===== config.mk =====
export PLATFORM = sky130hd
export DESIGN_NAME = priority_quantum_scheduler
export DESIGN_NICKNAME = d
export VERILOG_FILES = /design/src/hdl/pqs_pkg.sv /design/src/hdl/pqs_ram.sv /design/src/hdl/pqs_ctrl.sv /design/src/hdl/pqs_dp.sv /design/src/hdl/priority_quantum_scheduler.sv
export SDC_FILE = /design/constraint.sdc
export NUM_CORES = 2
export LEC_CHECK = 0
export BUFFER_PORTS_ARGS = -buffer_cell sky130_fd_sc_hd__buf_2
export CAP_MARGIN = 20
export CORE_MARGIN = 4
export CORE_UTILIZATION = 60
export CTS_BUF_LIST = sky130_fd_sc_hd__clkbuf_8
export CTS_CLUSTER_DIAMETER = 40
export DETAILED_ROUTE_END_ITERATION = 10
export PLACE_DENSITY = 0.77
export SETUP_SLACK_MARGIN = 0.5
export SLEW_MARGIN = 20
export SYNTH_ARGS = -nofsm -noshare
export SYNTH_HDL_FRONTEND = slang
export SYNTH_SLANG_ARGS = --single-unit

===== constraint.sdc =====
create_clock -name clk -period 7.8 [get_ports clk]
set_input_delay 1.56 -clock clk [delete_from_list [all_inputs] [get_ports clk]]
set_output_delay 1.56 -clock clk [all_outputs]
set_load 0.03 [all_outputs]

===== src/hdl/pqs_pkg.sv =====
package pqs_pkg;

  // request kinds
  localparam logic CMD_ADD   = 1'b0;
  localparam logic CMD_SLICE = 1'b1;

  // result status codes
  localparam logic [1:0] STAT_ADDED = 2'd0;
  localparam logic [1:0] STAT_FULL  = 2'd1;
  localparam logic [1:0] STAT_RUN   = 2'd2;
  localparam logic [1:0] STAT_IDLE  = 2'd3;

  localparam logic [15:0] QUANTUM_RESET = 16'd1;

  typedef struct packed {
    logic        cmd;
    logic [7:0]  proc_id;
    logic [15:0] arrival_time;
    logic [15:0] burst_time;
    logic [7:0]  priority_req;
  } sched_in_t;

  typedef struct packed {
    logic [1:0]  status;
    logic [7:0]  run_id;
    logic [7:0]  run_priority;
    logic [15:0] remaining;
    logic        finished;
    logic [31:0] now;
  } sched_out_t;

  // one process table entry
  typedef struct packed {
    logic [7:0]  id;
    logic [15:0] arrival;
    logic [15:0] remaining;
    logic [7:0]  prio;
    logic [7:0]  seq;
  } slot_entry_t;

  typedef enum logic [3:0] {
    ST_IDLE,
    ST_DECODE,
    ST_FREE,
    ST_ADD,
    ST_FIRST_RD,
    ST_FIRST_CAP,
    ST_SCAN,
    ST_DRAIN,
    ST_UPDATE,
    ST_DONE
  } ctl_state_t;

  typedef struct packed {
    logic capture;
    logic free_step;
    logic add_commit;
    logic first_read;
    logic first_capture;
    logic scan_issue;
    logic update;
    logic load_out;
  } ctl_cmd_t;

  typedef struct packed {
    logic req_slice;
    logic free_hit;
    logic idx_last;
    logic first_done;
    logic earliest_valid;
    logic out_free;
  } dp_stat_t;

endpackage


===== src/hdl/pqs_ram.sv =====
module pqs_ram #(
  parameter int WIDTH = 56,
  parameter int DEPTH = 16
) (
  input  logic                     clk,
  input  logic                     we,
  input  logic [$clog2(DEPTH)-1:0] waddr,
  input  logic [WIDTH-1:0]         wdata,
  input  logic                     re,
  input  logic [$clog2(DEPTH)-1:0] raddr,
  output logic [WIDTH-1:0]         rdata
);

  logic [WIDTH-1:0] mem [DEPTH];

  always_ff @(posedge clk) begin
    if (we) begin
      mem[waddr] <= wdata;
    end
    if (re) begin
      rdata <= mem[raddr];
    end
  end

endmodule


===== src/hdl/pqs_ctrl.sv =====
module pqs_ctrl import pqs_pkg::*; (
  input  logic     clk,
  input  logic     rst_n,
  input  logic     in_valid,
  output logic     in_stall,
  input  dp_stat_t stat,
  output ctl_cmd_t cmd
);

  ctl_state_t state_r, state_nxt;

  always_ff @(posedge clk) begin
    if (!rst_n) begin
      state_r <= ST_IDLE;
    end else begin
      state_r <= state_nxt;
    end
  end

  always_comb begin
    state_nxt = state_r;
    case (state_r)
      ST_IDLE: begin
        if (in_valid) begin
          state_nxt = ST_DECODE;
        end
      end
      ST_DECODE: begin
        if (!stat.req_slice) begin
          state_nxt = ST_FREE;
        end else if (stat.first_done) begin
          state_nxt = ST_SCAN;
        end else if (stat.earliest_valid) begin
          state_nxt = ST_FIRST_RD;
        end else begin
          state_nxt = ST_UPDATE;
        end
      end
      ST_FREE: begin
        if (stat.free_hit || stat.idx_last) begin
          state_nxt = ST_ADD;
        end
      end
      ST_ADD:       state_nxt = ST_DONE;
      ST_FIRST_RD:  state_nxt = ST_FIRST_CAP;
      ST_FIRST_CAP: state_nxt = ST_UPDATE;
      ST_SCAN: begin
        if (stat.idx_last) begin
          state_nxt = ST_DRAIN;
        end
      end
      ST_DRAIN:     state_nxt = ST_UPDATE;
      ST_UPDATE:    state_nxt = ST_DONE;
      ST_DONE: begin
        if (stat.out_free) begin
          state_nxt = ST_IDLE;
        end
      end
      default:      state_nxt = ST_IDLE;
    endcase
  end

  always_comb begin
    cmd      = '0;
    in_stall = 1'b1;
    case (state_r)
      ST_IDLE: begin
        in_stall    = 1'b0;
        cmd.capture = in_valid;
      end
      ST_FREE:      cmd.free_step     = 1'b1;
      ST_ADD:       cmd.add_commit    = 1'b1;
      ST_FIRST_RD:  cmd.first_read    = 1'b1;
      ST_FIRST_CAP: cmd.first_capture = 1'b1;
      ST_SCAN:      cmd.scan_issue    = 1'b1;
      ST_UPDATE:    cmd.update        = 1'b1;
      ST_DONE:      cmd.load_out      = stat.out_free;
      default:      cmd = '0;
    endcase
  end

endmodule


===== src/hdl/pqs_dp.sv =====
module pqs_dp import pqs_pkg::*; #(
  parameter int MAX_PROCS = 16
) (
  input  logic        clk,
  input  logic        rst_n,
  input  sched_in_t   in_data,
  input  logic        cfg_wr_en,
  input  logic [15:0] cfg_wr_data,
  input  logic        out_stall,
  output logic        out_valid,
  output sched_out_t  out_data,
  input  ctl_cmd_t    cmd,
  output dp_stat_t    stat
);

  localparam int IDX_W = $clog2(MAX_PROCS);
  localparam logic [IDX_W-1:0] LAST_IDX = IDX_W'(MAX_PROCS - 1);

  logic [15:0]          quantum_r;
  logic [MAX_PROCS-1:0] valid_r;
  sched_in_t            req_r;
  logic [7:0]           add_cnt_r;
  logic [31:0]          now_r, now_nxt;
  logic [IDX_W-1:0]     earliest_r;
  logic [15:0]          earliest_arr_r;
  logic                 first_done_r;
  logic [IDX_W-1:0]     idx_r;
  logic                 found_r;
  logic [IDX_W-1:0]     best_slot_r;
  slot_entry_t          best_r;
  logic                 cmp_vld_r;
  logic [IDX_W-1:0]     cmp_slot_r;
  sched_out_t           res_r, out_r;
  logic                 out_valid_r;

  logic             ram_we, ram_re;
  logic [IDX_W-1:0] ram_raddr;
  slot_entry_t      ram_wdata, ram_rdata;

  logic        free_hit;
  logic [7:0]  cand_age, best_age;
  logic        cand_ok;
  logic        fin;
  logic [15:0] rem_sub, step;
  logic [32:0] sum;
  logic        earliest_upd;

  pqs_ram #(
    .WIDTH($bits(slot_entry_t)),
    .DEPTH(MAX_PROCS)
  ) u_ram (
    .clk  (clk),
    .we   (ram_we),
    .waddr(best_slot_r),
    .wdata(ram_wdata),
    .re   (ram_re),
    .raddr(ram_raddr),
    .rdata(ram_rdata)
  );

  assign free_hit = !valid_r[idx_r];

  // scan compare on the registered read data
  assign cand_age = add_cnt_r - ram_rdata.seq;
  assign best_age = add_cnt_r - best_r.seq;
  assign cand_ok  = valid_r[cmp_slot_r] && ({16'd0, ram_rdata.arrival} <= now_r) &&
                    (!found_r || (ram_rdata.prio < best_r.prio) ||
                     ((ram_rdata.prio == best_r.prio) && (cand_age > best_age)));

  // slice bookkeeping
  assign fin     = best_r.remaining <= quantum_r;
  assign rem_sub = best_r.remaining - quantum_r;
  assign step    = (found_r && fin) ? best_r.remaining : quantum_r;
  assign sum     = {1'b0, now_r} + {17'd0, step};
  assign now_nxt = sum[32] ? 32'hFFFF_FFFF : sum[31:0];

  // before the first slice the table only fills upward, so slot 0 means empty table
  assign earliest_upd = !first_done_r && found_r &&
                        ((best_slot_r == '0) || (req_r.arrival_time < earliest_arr_r));

  always_comb begin
    ram_we    = 1'b0;
    ram_wdata = best_r;
    if (cmd.add_commit && found_r) begin
      ram_we              = 1'b1;
      ram_wdata.id        = req_r.proc_id;
      ram_wdata.arrival   = req_r.arrival_time;
      ram_wdata.remaining = req_r.burst_time;
      ram_wdata.prio      = req_r.priority_req;
      ram_wdata.seq       = add_cnt_r;
    end else if (cmd.update && found_r && !fin) begin
      ram_we              = 1'b1;
      ram_wdata.remaining = rem_sub;
    end
  end

  assign ram_re    = cmd.first_read || cmd.scan_issue;
  assign ram_raddr = cmd.first_read ? earliest_r : idx_r;

  // control state
  always_ff @(posedge clk) begin
    if (!rst_n) begin
      quantum_r    <= QUANTUM_RESET;
      valid_r      <= '0;
      add_cnt_r    <= '0;
      now_r        <= '0;
      earliest_r   <= '0;
      first_done_r <= 1'b0;
      idx_r        <= '0;
      found_r      <= 1'b0;
      cmp_vld_r    <= 1'b0;
      out_valid_r  <= 1'b0;
    end else begin
      if (cfg_wr_en) begin
        quantum_r <= cfg_wr_data;
      end
      cmp_vld_r <= cmd.scan_issue;
      if (cmd.capture) begin
        found_r <= 1'b0;
        idx_r   <= '0;
      end
      if (cmd.free_step) begin
        if (free_hit) begin
          found_r <= 1'b1;
        end else if (idx_r != LAST_IDX) begin
          idx_r <= idx_r + IDX_W'(1);
        end
      end
      if (cmd.add_commit && found_r) begin
        valid_r[best_slot_r] <= 1'b1;
        add_cnt_r            <= add_cnt_r + 8'd1;
        if (earliest_upd) begin
          earliest_r <= best_slot_r;
        end
      end
      if (cmd.first_capture) begin
        found_r      <= 1'b1;
        first_done_r <= 1'b1;
      end
      if (cmd.scan_issue && (idx_r != LAST_IDX)) begin
        idx_r <= idx_r + IDX_W'(1);
      end
      if (cmp_vld_r && cand_ok) begin
        found_r <= 1'b1;
      end
      if (cmd.update) begin
        now_r <= now_nxt;
        if (found_r && fin) begin
          valid_r[best_slot_r] <= 1'b0;
        end
      end
      if (cmd.load_out) begin
        out_valid_r <= 1'b1;
      end else if (!out_stall) begin
        out_valid_r <= 1'b0;
      end
    end
  end

  // payload
  always_ff @(posedge clk) begin
    cmp_slot_r <= idx_r;
    if (cmd.capture) begin
      req_r <= in_data;
    end
    if (cmd.free_step && free_hit) begin
      best_slot_r <= idx_r;
    end
    if (cmd.add_commit) begin
      if (earliest_upd) begin
        earliest_arr_r <= req_r.arrival_time;
      end
      res_r.status       <= found_r ? STAT_ADDED : STAT_FULL;
      res_r.run_id       <= '0;
      res_r.run_priority <= '0;
      res_r.remaining    <= '0;
      res_r.finished     <= 1'b0;
      res_r.now          <= now_r;
    end
    if (cmd.first_capture) begin
      best_r      <= ram_rdata;
      best_slot_r <= earliest_r;
    end
    if (cmp_vld_r && cand_ok) begin
      best_r      <= ram_rdata;
      best_slot_r <= cmp_slot_r;
    end
    if (cmd.update) begin
      res_r.now <= now_nxt;
      if (found_r) begin
        res_r.status       <= STAT_RUN;
        res_r.run_id       <= best_r.id;
        res_r.run_priority <= best_r.prio;
        res_r.remaining    <= fin ? 16'd0 : rem_sub;
        res_r.finished     <= fin;
      end else begin
        res_r.status       <= STAT_IDLE;
        res_r.run_id       <= '0;
        res_r.run_priority <= '0;
        res_r.remaining    <= '0;
        res_r.finished     <= 1'b0;
      end
    end
    if (cmd.load_out) begin
      out_r <= res_r;
    end
  end

  assign out_valid = out_valid_r;
  assign out_data  = out_r;

  assign stat.req_slice      = (req_r.cmd == CMD_SLICE);
  assign stat.free_hit       = free_hit;
  assign stat.idx_last       = (idx_r == LAST_IDX);
  assign stat.first_done     = first_done_r;
  assign stat.earliest_valid = valid_r[earliest_r];
  assign stat.out_free       = !out_valid_r || !out_stall;

endmodule


===== src/hdl/priority_quantum_scheduler.sv =====
// Priority scheduler with a time quantum over a table of MAX_PROCS processes. An add request
// stores a process in the lowest free slot (status full when none is free); a slice request
// runs one quantum: the very first slice goes to the earliest-arriving process added so far,
// later slices to the arrived process with the smallest priority number, oldest add first on
// ties. The table lives in one RAM read one slot per cycle. An add searches the valid bits for
// a free slot; a later slice scans the full table through the RAM read port; the first slice
// reads only the earliest-arriving slot, and a slice on an empty table before any dispatch
// reads no slot. A finished result sits in the output register while the next request is
// taken. The user must write the quantum register (cfg_wr_en / cfg_wr_data) only
// while the block is idle; the block does not enforce this. It resets to 1.
module priority_quantum_scheduler import pqs_pkg::*; #(
  parameter int MAX_PROCS = 16
) (
  input  logic        clk,
  input  logic        rst_n,
  // request channel
  input  logic        in_valid,
  output logic        in_stall,
  input  sched_in_t   in_data,
  // result channel
  output logic        out_valid,
  input  logic        out_stall,
  output sched_out_t  out_data,
  // quantum register
  input  logic        cfg_wr_en,
  input  logic [15:0] cfg_wr_data
);

  ctl_cmd_t cmd;
  dp_stat_t stat;

  // sequencer: decode, slot search / table scan, commit, hand-off
  pqs_ctrl u_ctrl (
    .clk     (clk),
    .rst_n   (rst_n),
    .in_valid(in_valid),
    .in_stall(in_stall),
    .stat    (stat),
    .cmd     (cmd)
  );

  // process table, best-candidate tracking, time keeping, result register
  pqs_dp #(
    .MAX_PROCS(MAX_PROCS)
  ) u_dp (
    .clk        (clk),
    .rst_n      (rst_n),
    .in_data    (in_data),
    .cfg_wr_en  (cfg_wr_en),
    .cfg_wr_data(cfg_wr_data),
    .out_stall  (out_stall),
    .out_valid  (out_valid),
    .out_data   (out_data),
    .cmd        (cmd),
    .stat       (stat)
  );

endmodule


# --- Word level (Yosys, flattened, before mapping) ---
# Memory sizes are Yosys's and may differ from the RTL's. A register that Yosys moved wholly into a read port is not among the register bits.
# Cells that the tools add are included.
totals:
  register_bits: 351
  ram_bits: 896
  inputBits: 70
  wordCells: 170
  mem_count: 1
op_classes:
  add_sub_neg: 6
  n_lt_le_gt_ge: 10
  eq_ne: 17
  muxes: 62
  bitwise_logic: 3
  reduce_logical: 35
mem_list:
  columns: ["name", "words", "word_bits", "rd", "rd_ports_with_merged_regs", "write_ports", "line_no", "text"]
  rows:
  - ["u_dp.u_ram.mem", 16, 56, 1, 1, 1, "pqs_ram.sv:14", "logic [WIDTH-1:0] mem [DEPTH];"]
ops:
  columns: ["operator", "count"]
  rows:
  - ["two-way mux 16 bit", 9]
  - ["two-way mux 67 bit", 2]
  - ["two-way mux 56 bit", 2]
  - ["two-way mux 4 bit", 16]
  - ["two-way mux 34 bit", 1]
  - ["adder 32 x 16 -> 33 bit", 1]
  - ["<= comparator 16 x 32 -> 1 bit", 1]
  - ["two-way mux 32 bit", 1]
  - ["case mux 4 bit (8 select lines)", 1]
  - ["two-way mux 1 bit", 25]
  - ["two-way mux 24 bit", 1]
  - ["< comparator 4 x 5 -> 1 bit, second input constant", 4]
  - ["AND 16 bit", 1]
  - ["== test 4 x 3 -> 1 bit, second input constant", 4]
  - ["<= comparator 16 bit", 1]
  - ["< comparator 16 bit", 1]
  - ["NOT 16 bit", 1]
  - ["OR 16 bit", 1]
  - ["subtractor 16 bit", 1]
  - ["subtractor 8 bit", 2]
  - ["logical AND 1 bit", 13]
  - ["binary-select mux 1 bit (select 4 bit)", 3]
  - ["== test 4 bit, second input constant", 3]
  - ["adder 8 x 1 -> 8 bit, second input constant", 1]
  - ["other kinds (19)", 37]

# --- Logic depth before layout (Yosys ltp) ---
depth:
  word_depth: 10
  ltp_mapped: 21
  mapped_depth_nobuf: 20

# --- By module ---
# Synthesis repeated with hierarchy kept, for this count alone.
unflattened:
  hier_cells: 2919
  area_unflattened_um2: 52158.8
modules_own_cells:
  columns: ["mod", "instances", "cells_per_inst", "area_each_um2", "seq_area_each_um2"]
  rows:
  - ["pqs_ram", 1, 1445, 35238.8, 28587.4]
  - ["pqs_dp", 1, 1428, 16567.1, 9539.1]
  - ["pqs_ctrl", 1, 46, 352.8, 80.1]

# --- Least setup slack after synthesis ---
# Ideal clock, no wire load.
synth_path:
  path_type: "register -> register"
  start: "reg u_dp.best_r[16] (netlist bit)"
  end: "mem u_dp.u_ram.mem[15][0] (enable)"
  setup_ps: 539
  arrival_time_ps: 5848
  path_slack_ps: 1414
  stages_incl_launch_ff: 11
  n_path_buf: 1
  period_less_slack_ps: 6386
  path_cell_list: "edfxtp_1 > inv_1 > ha_1 > fa_1 > nor2b_1 > o21bai_1 > a21o_1 > a31oi_4 > nor2_1 > buf_2 > nor3_1"
synth_via:
  elab_chain_len: 7
synth_rtl:
  columns: ["element", "line_no", "text"]
  rows:
  - ["from (decl)", "pqs_dp.sv:30", "slot_entry_t best_r;"]
  - ["from (signal assigned)", "pqs_dp.sv:181", "best_r <= ram_rdata;"]
  - ["from (signal assigned)", "pqs_dp.sv:185", "best_r <= ram_rdata;"]
  - ["<= comparator 16 bit", "pqs_dp.sv:71", "assign fin = best_r.remaining <= quantum_r;"]
  - ["zero test 1 bit", "pqs_dp.sv:91", "end else if (cmd.update && found_r && !fin) begin"]
  - ["logical AND 1 bit", "pqs_dp.sv:91", null]
  - ["two-way mux 1 bit", "pqs_dp.sv:91", null]
  - ["two-way mux 1 bit", "pqs_dp.sv:84", "if (cmd.add_commit && found_r) begin"]
  - ["two-way mux 1 bit", "pqs_ram.sv:17", "if (we) begin"]
  - ["two-way mux 1 bit (implied by the code)", "pqs_ram.sv:18", "mem[waddr] <= wdata;"]
  - ["to (decl)", "pqs_ram.sv:14", null]
# Every way passes these cells.

# --- Worst setup path after layout ---
layout_path:
  start: "reg u_dp.best_r[16] (netlist bit)"
  end: "reg u_dp.now_r[29]"
layout_via:
  elab_chain_len: 5
layout_rtl:
  columns: ["element", "line_no", "text"]
  rows:
  - ["<= comparator 16 bit", "pqs_dp.sv:71", null]
  - ["logical AND 1 bit", "pqs_dp.sv:73", "assign step = (found_r && fin) ? best_r.remaining : quantum_r;"]
  - ["two-way mux 16 bit *", "pqs_dp.sv:73", null]
  - ["adder 32 x 16 -> 33 bit *", "pqs_dp.sv:74", "assign sum = {1'b0, now_r} + {17'd0, step};"]
  - ["two-way mux 32 bit *", "pqs_dp.sv:75", "assign now_nxt = sum[32] ? 32'hFFFF_FFFF : sum[31:0];"]
  - ["to (signal assigned)", "pqs_dp.sv:147", "now_r <= now_nxt;"]
  - ["to (decl)", "pqs_dp.sv:23", "logic [31:0] now_r, now_nxt;"]
# Every way passes the cells marked *; elsewhere a longest branch is shown, timed or not.
# A chain may end at the register's enable or synchronous reset.

==> results by stage <==
Clock network:
- The number of H-tree levels is 4.
- TritonCTS built the clock tree.
- Buffers added to address setup during post-CTS repair amount to 0.
- For this design, the CTS-stage hold fixing added 0 buffers.
- The post-CTS resize count is 0.
- The total CTS buffers is about 200.
- For this design, the sink count on the clock tree is roughly 1.3k.
- The cell at the root of the clock tree is sky130_fd_sc_hd__clkbuf_8.
- Clock latency on the worst-skew pair, taken at its later pin, is between 800 and 900 ps.
- The clock-pin slew on the worst setup and hold paths is 70 ps.
- The largest buffer count on any clock path is 3.

Synth:
- The async set or reset register ratio after synthesis is 0%.
- Of all cell types, the one taking the most synthesized area is sky130_fd_sc_hd__edfxtp_1.
- By area the synthesized netlist is led by sky130_fd_sc_hd__edfxtp_1 69%, sky130_fd_sc_hd__mux4_2 5.3%, sky130_fd_sc_hd__nand2_1 3.9%, sky130_fd_sc_hd__dfxtp_1 3.5%, sky130_fd_sc_hd__mux2i_1 2.7%.
- The number of enable-type register cells in the synthesized netlist is about 1.2k.
- The most instantiated flip-flop cell in the synthesis netlist is sky130_fd_sc_hd__edfxtp_1.
- The post-synthesis sequential element count is 1303.
- Yosys printed 0 warnings.
- The number of nets in the synthesized netlist is roughly 3.6k.
- The synthesized area divided by synthesized cell count is about 15 um2.
- Synthesis handed over a netlist of 3419 instances.
- The cell area after synthesis is 0.05265 mm2.
- The number of different library cells in the post-synthesis netlist is 75.
- Sequential cells were found to cover 72.57% of the synthesized design area.
- The share of the synthesized area in the top cell type is 69.07%.

Floorplanning:
- The count of standard-cell rows is 108.
- From left edge to right edge, the die measures 304.2 um.
- Measured along the y axis, the die boundary spans just over 300 um.
- The floorplan core area is between 0.08 and 0.09 mm2.
- roughly 140 I/O pins were placed.
- The initial utilization of the core area, before any placement, comes to 60.60%.
- The die outline area is just over 0.09 mm2.

Finish:
- The fraction of final layout cells sized beyond drive strength 1 is 17.22%.
- The library cells used most frequently in the layout, excluding fill and tap cells, are 1211 x sky130_fd_sc_hd__edfxtp_1, 543 x sky130_fd_sc_hd__nand2_1, 208 x sky130_fd_sc_hd__clkbuf_8.
- After the last flow step, the layout net total stands at 3829.
- After routing the design area is 0.05858 mm2.
- The filler cells instantiated in the layout total 5647.
- For this run, the share of the core covered by cells in the final layout is 67.42%.
- Compared with the post-synthesis result, the final layout area differs by 11.26%.
- The library cell used most frequently in the layout, excluding fill and tap cells, is sky130_fd_sc_hd__edfxtp_1.

Timing:
- The shortest period the worst path allows is ~5400 ps.
- Across the routed clock network, the largest skew measured is 31.74 ps.
- At the pin with the least slew margin, the transition time is roughly 1200 ps.
- In the final timing run, aggregate negative setup slack is 0 ps.
- Derived from the worst setup path, the maximum achievable clock frequency is 185.8 MHz.
- The setup-violating endpoint count in the final report is 0.
- Setup repair after global routing left no endpoint under its margin.
- The share of the cycle needed by the critical path after routing is 69.00%.
- The final hold violation count is 0.
- The worst slew slack as a fraction of its limit is a little over a fifth.
- The number of max-slew violations in the final report is 0.

Critical path:
- The worst register-to-register path has a setup slack of 2420 ps.
- Grouping stages by cell kind, the critical path spends the most delay in compound AO/OA/AOI/OAI gates.
- The kind of end point of the critical path is a flop.
- The largest incremental delay on the critical path is 610 ps.
- The largest fanout of any net on the critical path is 17.
- For the worst setup path, the data required time is 8550 ps.
- The slowest stage of the critical path is the sky130_fd_sc_hd__a2111oi_4 cell.
- Data arrives at the worst endpoint at 6140 ps.
- Counting both buffers and inverters, the worst setup path holds a total of 2.
- The setup path with the least slack is of type flop to flop.
- Walking the worst path, the cells encountered are inv_1 -> ha_1 -> fa_1 -> nor2b_1 -> o21bai_1 -> a21o_1 -> nand3_1 -> o211ai_1 -> nand2_2 -> mux2_2 -> ha_1 -> inv_1 -> fa_1 -> nand2b_1 -> a2111oi_2 -> o21ai_1 -> a2111oi_4 -> o2111ai_2 -> nand4_1 -> nor3b_1.
- The sort of element at the start of the critical path is a flop.

Run status:
- The run finished with clean final reports.

GRT:
- The initial antenna violation count came to 3.
- Summed over all layers, the global routing overflow is 0.
- The first global-routing pass estimated 189400 um of wire.
- The largest net degree at the start of global routing is between 100 and 150.
- The met1 track demand over resource in global routing is 37.45%.
- In the global route stage, met2 resource usage came out at between 40% and 50%.
- Global routing used under 10% of the available met3 tracks.
- The overall track demand over capacity in global routing is 27.22%.
- The most crowded layer after global routing is met2.
- The via count of the first global-routing pass is a little over 30k.

Min path:
- The class of the worst hold path is flop to flop.

Power and ir drop:
- The analysis attributes to cell leakage a power of around 21 nW.
- The worst-case IR drop observed on VDD is 0.1357 mV.
- In this run the power density over the cells is 222.7 mW/mm2.

Routing:
- After detailed routing, the total wire length is 127600 um.
- The pre-antenna-repair detailed-routing pass consisted of 6 iterations.
- The routed wirelength normalized by instance count is 25.63 um.
- Once detail routing completed, the nets flagged for antenna violations numbered 0.
- The ratio of routed vias to standard cells is 6.239.
- The residual DRC count is 0.
- The via count is 31.06k.
- The initial DRC count is 3870.

Placement:
- Buffers placed on the I/O ports in this run total 138.
- The cell area after placement is 0.05490 mm2.
- Routability-driven placement finished with a final weighted congestion of roughly 0.91.
- The HPWL after detailed placement is 71160 um.

Job:
- The number of max-cap violations is 0.
-- report_power, final --
| part | internal, W | leakage (nW) | switching, W |
|---|---|---|---|
| logic | 0.0000821 | 7.38 | 0.000174 |
| registers | 0.00761 | 11.7 | 0.0000419 |
| clock network | 0.00255 | 2.09 | 0.00259 |
-- layout make-up --
type                       instances  area (um2)  area share [%]
clock inverter                   153       754.5           1.288
multi-input combinational       1848       13640           23.29
sequential                      1303       38210           65.22
timing repair buffer             210        1289           2.200
antenna                            2       5.005        0.008544
tap                             1155        1445           2.467
inverter                          99       372.9          0.6365
clock buffer                     208        2863           4.887
-- cell families (layout without fill, tap and decap cells) --
group	Yosys count	in the layout	share of synthesized area, %
flip-flops	1303	1303	72.57
multiplexers	291	291	8.555
AO/OA/AOI/OAI	404	404	5.100
XOR/XNOR	49	49	0.8151
other	0	2	0
adder cells (fa/ha/maj)	99	99	2.410
AND/OR/NAND/NOR	1005	1005	8.501
buffers and inverters	268	670	2.053
-- stage by stage --
step                hold slack (ps)  setup slack, ps  total power (W)  std cells
detailed placement            404.5             2491         0.008054       4613
floorplan                     329.0             1414         0.007943       3419
global route                  424.4             2150          0.01348       4977
CTS                           419.5             2463          0.01311       4974
global placement              400.4             2662         0.008046       4613
finish                        402.4             2418          0.01305       4978
-- layer usage --
layer | part of all wire, % | wire length, um
met5 | 0 | 0
met2 | 49 | 62290
met3 | 9.4 | 11970
met4 | 3.4 | 4358
met1 | 38 | 48980
-- cell usage after synthesis, types with 15 or more instances --
master,count
sky130_fd_sc_hd__a21o_1,25
sky130_fd_sc_hd__a21oi_1,79
sky130_fd_sc_hd__a31oi_1,25
sky130_fd_sc_hd__a32oi_1,57
sky130_fd_sc_hd__and2_1,15
sky130_fd_sc_hd__and3_1,27
sky130_fd_sc_hd__buf_2,56
sky130_fd_sc_hd__clkbuf_1,101
sky130_fd_sc_hd__dfxtp_1,92
sky130_fd_sc_hd__edfxtp_1,1211
sky130_fd_sc_hd__ha_1,95
sky130_fd_sc_hd__inv_1,97
sky130_fd_sc_hd__mux2_2,22
sky130_fd_sc_hd__mux2i_1,144
sky130_fd_sc_hd__mux4_2,125
sky130_fd_sc_hd__nand2_1,544
sky130_fd_sc_hd__nand3_1,149
sky130_fd_sc_hd__nand4_1,76
sky130_fd_sc_hd__nor2_1,124
sky130_fd_sc_hd__nor2b_1,21
sky130_fd_sc_hd__o21ai_0,79
sky130_fd_sc_hd__o21ai_1,45
sky130_fd_sc_hd__xnor2_1,29
sky130_fd_sc_hd__xor2_1,20
-- sequential cells by signal (all words and copies together), names as in the netlist, 8 cells and up --
signal,count
u_dp.out_data,67
u_dp.add_cnt_r,8
u_dp.valid_r,16
u_dp.u_ram.mem,896
u_dp.res_r,67
u_dp.u_ram.rdata,56
u_dp.quantum_r,16
u_dp.best_r,56
u_dp.req_r,48
u_dp.earliest_arr_r,16
u_dp.now_r,32
-- path summary, 6_finish.rpt --
path,cells past startpoint,from,endpoint
worst max-delay path,20,u_dp.best_r[16],u_dp.now_r[29]
worst min-delay path,0,u_dp.res_r[64],u_dp.out_data[64]
worst max register to register,20,u_dp.best_r[16],u_dp.now_r[29]
worst min register to register,0,u_dp.res_r[64],u_dp.out_data[64]
Power figures use the tool's default switching activity.
